### config.mk
export PLATFORM = sky130hd
export DESIGN_NAME = ordered_record_list_unit
export DESIGN_NICKNAME = d
export VERILOG_FILES = /design/src/rtl/core/orl_pkg.sv /design/src/rtl/core/orl_cell.sv /design/src/rtl/core/ordered_record_list_unit.sv
export SDC_FILE = /design/constraint.sdc
export NUM_CORES = 2
export LEC_CHECK = 0
export BUFFER_PORTS_ARGS = -buffer_cell sky130_fd_sc_hd__buf_2
export CAP_MARGIN = 20
export CORE_ASPECT_RATIO = 0.5
export CORE_MARGIN = 3
export CORE_UTILIZATION = 45
export CTS_CLUSTER_SIZE = 28
export DETAILED_ROUTE_END_ITERATION = 10
export PLACE_DENSITY_LB_ADDON = 0.25
export SLEW_MARGIN = 20
export SYNTH_ARGS = -nofsm -noshare
export SYNTH_HDL_FRONTEND = slang
export SYNTH_SLANG_ARGS = --single-unit
### constraint.sdc
create_clock -name clock -period 10.4 [get_ports clock]
set_input_delay 1.04 -clock clock [delete_from_list [all_inputs] [get_ports clock]]
set_output_delay 1.04 -clock clock [all_outputs]
set_load 0.01 [all_outputs]
### src/rtl/core/orl_pkg.sv
// orl_pkg: sizes, codes and shared types of the ordered record list
// used by orl_cell and ordered_record_list_unit; no dependencies
`default_nettype none

package orl_pkg;

   localparam int CAPACITY = 32;
   localparam int CNT_W    = $clog2(CAPACITY + 1);
   localparam int KEY_W    = 31;
   localparam int PAY_W    = 32;
   localparam int FCNT_W   = 6;

   typedef enum logic [1:0] {
      ACT_APPEND = 2'd0,
      ACT_DELETE = 2'd1,
      ACT_LIST   = 2'd2,
      ACT_NONE   = 2'd3
   } action_type;

   typedef enum logic [1:0] {
      ST_OK        = 2'd0,
      ST_NOT_FOUND = 2'd1,
      ST_FULL      = 2'd2,
      ST_EMPTY     = 2'd3
   } status_type;

   typedef struct packed {
      logic [KEY_W-1:0] key;
      logic [PAY_W-1:0] payload;
   } entry_type;

   // broadcast controls from the sequencer to every cell
   typedef struct packed {
      logic             shift_en;
      logic             tail_load;
      logic [CNT_W-1:0] tail_index;
      logic             append_en;
      logic [CNT_W-1:0] append_index;
   } cell_ctl_type;

   function automatic logic [FCNT_W-1:0] count_field(input logic [CNT_W-1:0] cnt);
      logic [CNT_W+FCNT_W-1:0] wide;
      wide = {{FCNT_W{1'b0}}, cnt};
      return wide[FCNT_W-1:0];
   endfunction

endpackage

`default_nettype wire

### src/rtl/core/orl_cell.sv
// orl_cell: one record slot of the ring; takes its right neighbor,
// the head record at the ring tail, or a new record. uses orl_pkg
`default_nettype none

module orl_cell
   import orl_pkg::*;
(
   input  wire logic         clock,
   input  wire logic [CNT_W-1:0] cell_index,
   input  wire cell_ctl_type ctl,
   input  wire entry_type    next_entry,
   input  wire entry_type    head_entry,
   input  wire entry_type    new_entry,
   output entry_type         entry
);

   entry_type entry_ff;
   entry_type entry_in;

   always_comb begin
      entry_in = entry_ff;
      if (ctl.append_en && (cell_index == ctl.append_index)) begin
         entry_in = new_entry;
      end else if (ctl.shift_en) begin
         if (cell_index < ctl.tail_index) begin
            entry_in = next_entry;
         end else if ((cell_index == ctl.tail_index) && ctl.tail_load) begin
            entry_in = head_entry;
         end
      end
   end

   always_ff @(posedge clock) begin
      entry_ff <= entry_in;
   end

   assign entry = entry_ff;

endmodule

`default_nettype wire

### src/rtl/core/ordered_record_list_unit.sv
// ordered_record_list_unit: ring of record cells plus the sequencer
// and the result register. uses orl_pkg and orl_cell
`default_nettype none

// channel  dir  handshake             payload
// req      in   req_valid/req_ready   action, entry_key, entry_payload
// rsp      out  rsp_valid/rsp_ready   status, out_key, out_payload,
//                                     entry_count, last_result
// append, unused action, full and empty cases: rsp beat in the cycle after accept
// delete: n rotation steps, then one rsp beat; list: n beats, one beat per
// cycle while rsp_ready is high; n is the record count
// delete and list rotate the cell ring through the head cell
// reset (synchronous) empties the list; record contents are left as is
// a stalled rsp beat holds the list rotation; req waits while busy

module ordered_record_list_unit
   import orl_pkg::*;
(
   input  wire logic             clock,
   input  wire logic             reset,
   input  wire logic             req_valid,
   output logic                  req_ready,
   input  wire logic [1:0]       req_action,
   input  wire logic [KEY_W-1:0] req_entry_key,
   input  wire logic [PAY_W-1:0] req_entry_payload,
   output logic                  rsp_valid,
   input  wire logic             rsp_ready,
   output logic [1:0]            rsp_status,
   output logic [KEY_W-1:0]      rsp_out_key,
   output logic [PAY_W-1:0]      rsp_out_payload,
   output logic [FCNT_W-1:0]     rsp_entry_count,
   output logic                  rsp_last_result
);

   typedef enum logic [2:0] {
      S_IDLE   = 3'b001,
      S_DELETE = 3'b010,
      S_LIST   = 3'b100
   } state_type;

   state_type        state_ff, state_in;
   logic [CNT_W-1:0] count_ff, count_in;
   logic [CNT_W-1:0] total_ff, total_in;
   logic [CNT_W-1:0] step_ff, step_in;
   logic             found_ff, found_in;
   logic [KEY_W-1:0] key_ff, key_in;

   logic             rsp_valid_ff, rsp_valid_in;
   status_type       status_ff, status_in;
   entry_type        out_ff, out_in;
   logic [CNT_W-1:0] rcount_ff, rcount_in;
   logic             last_ff, last_in;

   cell_ctl_type     ctl;
   entry_type        entries [CAPACITY];
   entry_type        new_entry;
   entry_type        head;
   logic             slot_free;
   logic             accept;
   logic             drop;

   assign new_entry.key     = req_entry_key;
   assign new_entry.payload = req_entry_payload;
   assign head              = entries[0];

   genvar gi;
   generate
      for (gi = 0; gi < CAPACITY; gi++) begin : g_cell
         orl_cell u_cell (
            .clock      (clock),
            .cell_index (CNT_W'(gi)),
            .ctl        (ctl),
            .next_entry (entries[(gi + 1) % CAPACITY]),
            .head_entry (head),
            .new_entry  (new_entry),
            .entry      (entries[gi])
         );
      end
   endgenerate

   assign slot_free = !rsp_valid_ff || rsp_ready;
   assign req_ready = (state_ff == S_IDLE) && slot_free;
   assign accept    = req_valid && req_ready;
   // first matching record at the head is dropped instead of recirculated
   assign drop      = !found_ff && (head.key == key_ff);

   always_comb begin
      state_in     = state_ff;
      count_in     = count_ff;
      total_in     = total_ff;
      step_in      = step_ff;
      found_in     = found_ff;
      key_in       = key_ff;
      rsp_valid_in = rsp_valid_ff && !rsp_ready;
      status_in    = status_ff;
      out_in       = out_ff;
      rcount_in    = rcount_ff;
      last_in      = last_ff;

      ctl.shift_en     = 1'b0;
      ctl.tail_load    = 1'b1;
      ctl.tail_index   = count_ff - CNT_W'(1);
      ctl.append_en    = 1'b0;
      ctl.append_index = count_ff;

      unique case (state_ff)
         S_IDLE: begin
            if (accept) begin
               rsp_valid_in = 1'b1;
               status_in    = ST_OK;
               out_in       = '0;
               rcount_in    = count_ff;
               last_in      = 1'b1;
               key_in       = req_entry_key;
               step_in      = '0;
               found_in     = 1'b0;
               total_in     = count_ff;
               case (action_type'(req_action))
                  ACT_APPEND: begin
                     if (count_ff == CNT_W'(CAPACITY)) begin
                        status_in = ST_FULL;
                     end else begin
                        ctl.append_en = 1'b1;
                        count_in      = count_ff + CNT_W'(1);
                        rcount_in     = count_ff + CNT_W'(1);
                     end
                  end
                  ACT_DELETE: begin
                     if (count_ff == '0) begin
                        status_in = ST_NOT_FOUND;
                     end else begin
                        rsp_valid_in = 1'b0;
                        state_in     = S_DELETE;
                     end
                  end
                  ACT_LIST: begin
                     if (count_ff == '0) begin
                        status_in = ST_EMPTY;
                     end else begin
                        rsp_valid_in = 1'b0;
                        state_in     = S_LIST;
                     end
                  end
                  default: begin
                     status_in = ST_OK;
                  end
               endcase
            end
         end
         S_DELETE: begin
            ctl.shift_en  = 1'b1;
            ctl.tail_load = !drop;
            step_in       = step_ff + CNT_W'(1);
            if (drop) begin
               found_in = 1'b1;
               count_in = count_ff - CNT_W'(1);
            end
            if (step_ff == total_ff - CNT_W'(1)) begin
               rsp_valid_in = 1'b1;
               status_in    = (found_ff || drop) ? ST_OK : ST_NOT_FOUND;
               out_in       = '0;
               rcount_in    = drop ? count_ff - CNT_W'(1) : count_ff;
               last_in      = 1'b1;
               state_in     = S_IDLE;
            end
         end
         S_LIST: begin
            if (slot_free) begin
               ctl.shift_en = 1'b1;
               rsp_valid_in = 1'b1;
               status_in    = ST_OK;
               out_in       = head;
               rcount_in    = count_ff;
               last_in      = (step_ff == count_ff - CNT_W'(1));
               step_in      = step_ff + CNT_W'(1);
               if (step_ff == count_ff - CNT_W'(1)) begin
                  state_in = S_IDLE;
               end
            end
         end
         default: begin
            state_in = S_IDLE;
         end
      endcase
   end

   always_ff @(posedge clock) begin
      if (reset) begin
         state_ff     <= S_IDLE;
         count_ff     <= '0;
         total_ff     <= '0;
         step_ff      <= '0;
         found_ff     <= 1'b0;
         rsp_valid_ff <= 1'b0;
      end else begin
         state_ff     <= state_in;
         count_ff     <= count_in;
         total_ff     <= total_in;
         step_ff      <= step_in;
         found_ff     <= found_in;
         rsp_valid_ff <= rsp_valid_in;
      end
   end

   always_ff @(posedge clock) begin
      key_ff    <= key_in;
      status_ff <= status_in;
      out_ff    <= out_in;
      rcount_ff <= rcount_in;
      last_ff   <= last_in;
   end

   assign rsp_valid       = rsp_valid_ff;
   assign rsp_status      = status_ff;
   assign rsp_out_key     = out_ff.key;
   assign rsp_out_payload = out_ff.payload;
   assign rsp_entry_count = count_field(rcount_ff);
   assign rsp_last_result = last_ff;

endmodule

`default_nettype wire
After elaboration in Yosys (flattened, before gate mapping)
Cells that the tools add are included.
- register bits after elaboration: 2142
- input port bits: 69
- word-level logic and storage cells: 550
- add/subtract/negate cells: 4
- order comparisons: 32
- eq/ne operators: 79
- mux-type cells: 179
- reduce and logical (&&, ||, !) cells: 180
- operators with widths (kind ; count):
    $mux W63 ; 130
    $eq A5 B6 Y1 const A ; 32
    $pmux W63 S3 ; 1
    $eq A4 B6 Y1 const A ; 16
    $lt A5 B6 Y1 const A ; 16
    $reduce_bool A3 Y1 ; 32
    $reduce_and A2 Y1 ; 34
    $reduce_bool A2 Y1 ; 34
    $logic_and A1 B1 Y1 ; 67
    $eq A3 B6 Y1 const A ; 8
    $lt A4 B6 Y1 const A ; 8
    $mux W6 ; 8
    $pmux W6 S3 ; 2
    $eq A31 B31 Y1 ; 1
    $eq A2 B6 Y1 const A ; 4
    $lt A3 B6 Y1 const A ; 4
    $mux W1 ; 18
    $mux W3 ; 6
    $add A6 B1 Y6 const B ; 2
    $eq A1 B6 Y1 const A ; 2
    $eq A6 B6 Y1 ; 2
    $lt A1 B6 Y1 const A ; 2
    $lt A2 B6 Y1 const A ; 2
    $pmux W2 S3 ; 2
    other kinds (24) ; 41

Depth between registers and ports, before layout
- word-level depth: 9
- gate-level depth with buffers: 14
- depth with buffers taken out: 8

Hierarchy
Synthesis repeated with hierarchy kept, for this count alone.
- cells, all modules: 12438
- area, all modules: 113460.1 µm²
- by module, submodules not included (module ; times used ; cells each ; area an instance (µm²) ; sequential area each (µm²)):
    orl_cell (g_cell[13].u_cell ...) ; 28 ; 374 ; 3362.0 ; 1891.8
    orl_cell (g_cell[0].u_cell ...) ; 4 ; 374 ; 3360.7 ; 1891.8
    ordered_record_list_unit ; 1 ; 470 ; 5881.9 ; 3553.4

Worst setup path before layout
OpenSTA, ideal clock, no wires.
- kind: flip-flop to flip-flop
- start point: register count_ff[0]
- end point: register g_cell[10].u_cell.entry_ff, in the netlist g_cell[10].u_cell.entry[0] (enable)
- setup time: 701 ps
- arrival time: 9273 ps
- required time: 9699 ps
- path slack: 426 ps
- stages on the path, launching flop included: 10
- buffers on the path: 3
- cell sequence: dfxtp_1 -> buf_2 -> buf_1 -> inv_1 -> ha_1 -> buf_4 -> nor2_4 -> o21ai_0 -> and2_1 -> o311ai_0
- word-level cells in the longest chain between the ends: 8
- RTL lines (what ; line ; RTL):
    start: declaration ; ordered_record_list_unit.sv:42 ; logic [CNT_W-1:0] count_ff, count_in;
    start signal: assignment ; ordered_record_list_unit.sv:197 ; count_ff <= count_in;
    branches (longest 7 deep; another with $sub A6 B1 Y6) ; - ;
    $reduce_and A2 Y1 (no source line) (*) ; - ;
    end signal: assignment ; orl_cell.sv:34 ; entry_ff <= entry_in;
    end: declaration ; orl_cell.sv:17 ; entry_type entry_ff;
Every way passes the cells marked *.
A chain may end at the register's enable or synchronous reset.

Worst setup path in the final report
- start point: register count_ff[1]
- end point: register g_cell[16].u_cell.entry_ff, in the netlist g_cell[16].u_cell.entry[24] (enable)
- word-level cells in the longest chain between the ends: 8
- RTL lines (what ; line):
    branches (longest 7 deep; another with $sub A6 B1 Y6) ; -
    $reduce_and A2 Y1 (no source line) (*) ; -
    end signal: assignment ; orl_cell.sv:34
    end: declaration ; orl_cell.sv:17
Marked as above.

==> run_results.csv <==
group,metric,value,unit
synth,synth-seq-cells,2142,
synth,synth.area.top_cells,"edfxtp_1 (58%), mux2i_1 (16%), a21oi_1 (4.9%)",
cells_and_area,final_common_cell,"edfxtp_1",
run_status,status,"finished, final reports clean",
setup_path,cp_max_fo,64,
route,first_iter_violations,10950,
die,core_area,242000,sq um
route,vias,77870,
cts,numCtsBuffers,207,
global_routing,grt_max_degree,128,
synth,ys.flop_type,"edfxtp_1",
timing,tightest_slew,1.236,ns
timing,finalCritPeriodShare,55.02,%
cts,post_cts_buffers,0,
setup_path,worstPathRequired,10.85,ns
cts,insertion_delay,0.88,ns
die,start_util,45.67,%
cells_and_area,syn2layout_area_growth,7.369,%
cts,clock_path_buffers,4,
synth,avgSynthCellArea,11.34,sq um
cells_and_area,multi_input_area,41590,sq um
cts,cts_max_level,4,
timing,final.min_clock_period,5.722,ns
setup_path,cp-end-kind,"register",
timing,fin_tns_setup,0,ns
synth,synth-edff-count,2119,
setup_path,crit_slowest_cell,"dfxtp_1",
setup_path,crit_path_cell_trace,"inv_1 -> ha_1 -> a211oi_4 -> and2_1 -> nand3_4 -> o21ai_4 -> buf_4",
placement,dp_slack,4.571,ns
die,std_cell_rows,127,
die,pin_count,143,
setup_path,critPathKind,"register to register",
route,viasPerCell,6.175,
global_routing,grt_pass1_vias,74000,
synth,synth_nets,9832,
synth,yosys.area.top_type,"edfxtp_1",
timing,clock_skew,0.05132,ns
setup_path,crit_family,"simple AND/OR/NAND/NOR gates",
die,die_h,356.4,microns
global_routing,grtUsageTotal,28.68,%
timing,slew_headroom,16.81,%
cts,clk_pin_slew,0.07,ns
cts,cts_root_buf,"clkbuf_16",
setup_path,cpPeakStageDelay,0.94,ns
placement,dp_hpwl,200.8,mm
run,maxCapViolCount,0,
route,firstDrtPassIters,6,
pwr,p_per_area,183.0,nW/um^2
timing,setup_ws,4.678,ns
synth,yosysSeqAreaShare,57.99,%
route,drcViolationCount,0,
global_routing,grt_overflow,0,
pwr,ir_drop,0.1706,mV
route,routed_wl,370.7,mm
synth,netlist_instances,9750,
pwr,p_leak,43.00,nW
placement,port_buffers,142,
synth,syn_area,110500,sq um
timing,maxSlewViolCount,0,
cts,hold_buffers,0,
timing,timing.fmax,0.1748,GHz
route,wl_per_cell,29.40,microns
timing,setup_viol,0,
die,die_w,706.9,microns
cts,cts_tree,"done",
synth,yosysWarnings,0,
setup_path,arrival,6.17,ns
timing,hold_viol_final,0,
global_routing,antenna_found_initial,10,
synth,synthArstFlopShare,0,%
cells_and_area,seq_area,64090,sq um
die,die_area,252000,sq um
cts,cts.repair.resized,0,
cells_and_area,n_fill_cell,21270,
cells_and_area,nets,9312,
route,ant_nets,0,
cells_and_area,final_cell_mix,"edfxtp_1 (2,119), mux2i_1 (1,767), nor2_1 (1,231)",
timing,rsz0062_at_grt,"false",
synth,synth.distinct_cells,95,
hold_path,hp-class,"register to register",
setup_path,startpoint_type,"register",
setup_path,crit_buf_inv,2,
cells_and_area,drive_gt1_share,9.361,%
global_routing,grt_pass1_wl,532.3,mm
synth,synth_top_area_share,57.57,%
placement,globalplace.congestion,0.9154,
cts,numClockSinks,2142,
==> path summary, 6_finish.rpt <==
| path | startpoint | end | slack (ns) | depth (start not counted) |
|---|---|---|---|---|
| hold / removal | total_ff[5] | total_ff[5] | 0.49 | 2 |
| setup / recovery | count_ff[1] | g_cell[16].u_cell.entry[24] | 4.68 | 7 |
| setup reg to reg | count_ff[1] | g_cell[16].u_cell.entry[24] | 4.68 | 7 |
| hold reg to reg | total_ff[5] | total_ff[5] | 0.49 | 2 |
==> power by group <==
group / leakage [nW] / internal [W] / total (W) / switching, W
clock network: 3.00 / 0.00389 / 0.00728 / 0.00339
registers: 19.3 / 0.00985 / 0.00990 / 0.0000461
logic: 20.7 / 0.00168 / 0.00453 / 0.00285
==> state kept, by name, indices dropped and copies added (netlist names), 2 cells and up <==
| name | flops |
|---|---|
| g_cell.u_cell.entry | 2016 |
| rsp_entry_count | 6 |
| step_ff | 6 |
| rsp_out_payload | 32 |
| total_ff | 6 |
| rsp_out_key | 31 |
| count_ff | 6 |
| key_ff | 31 |
| rsp_status | 2 |
| state_ff | 3 |
==> per-layer routing <==
layer	up-vias	global-route usage [%]	routed length (microns)
li1	34170	-	-
met1	38680	40.82	155200
met2	4363	43.91	160900
met3	660	5.621	40530
met4	2	9.989	14120
met5	-	0	13
==> Yosys cell counts, types with 10 or more instances <==
master	n
edfxtp_1	2119
buf_2	150
xor2_1	37
and3_1	11
xnor2_1	18
dfxtp_1	23
nand2b_1	10
a21oi_1	1093
mux2i_1	1767
clkbuf_1	711
buf_6	70
nand3_1	92
inv_1	12
mux2_2	121
buf_1	18
ha_1	13
nand2_1	884
clkbuf_4	37
nor2_1	1232
o21ai_1	191
nor3_1	24
buf_12	14
and2_1	72
o21ai_0	600
a31oi_1	137
o31ai_1	11
nor4_1	14
buf_4	108
==> cell type report <==
type / count / share of cell area [%]
diodes: 6 / 0.01265
inverters: 15 / 0.04744
well taps: 3225 / 3.400
repair buffers: 379 / 2.328
clock buffers: 261 / 4.643
multi-input cells: 6485 / 35.04
clock inverters: 97 / 0.5187
flip-flops and latches: 2142 / 54.01
==> worst reg2reg max path, cell delays in order, from the launching register on <==
cell      delay, ns
dfxtp_1        0.94
inv_1          0.27
ha_1           0.33
a211oi_4       0.55
and2_1         0.63
nand3_4        0.88
o21ai_4        0.79
buf_4          0.83
==> stage by stage <==
| stage | instances | util (%) | total power (W) | hold WS (ns) | instance area, sq um |
|---|---|---|---|---|---|
| after global placement | 12240 | 46.39 | 0.01444 | 0.4624 | 112300 |
| after detailed placement | 12240 | 46.44 | 0.01450 | 0.4712 | 112400 |
| after floorplan | 9750 | - | 0.01338 | 0.4494 | 110500 |
| after CTS | 12600 | 48.97 | 0.02169 | 0.4801 | 118500 |
| final | 12610 | 49.04 | 0.02171 | 0.4864 | 118700 |
| after global routing | 12610 | 49.04 | 0.02232 | 0.5040 | 118700 |
==> kinds of logic after synthesis <==
group,synth area share [%]
AOI/OAI and AO/OA,10.05
and+or+nand+nor,8.925
muxes,17.29
buffers and inverters,5.157
DFF,57.99
xor gates and xnor gates,0.4505
adders and majority gates,0.1472
(Power assumes the default switching activity.)
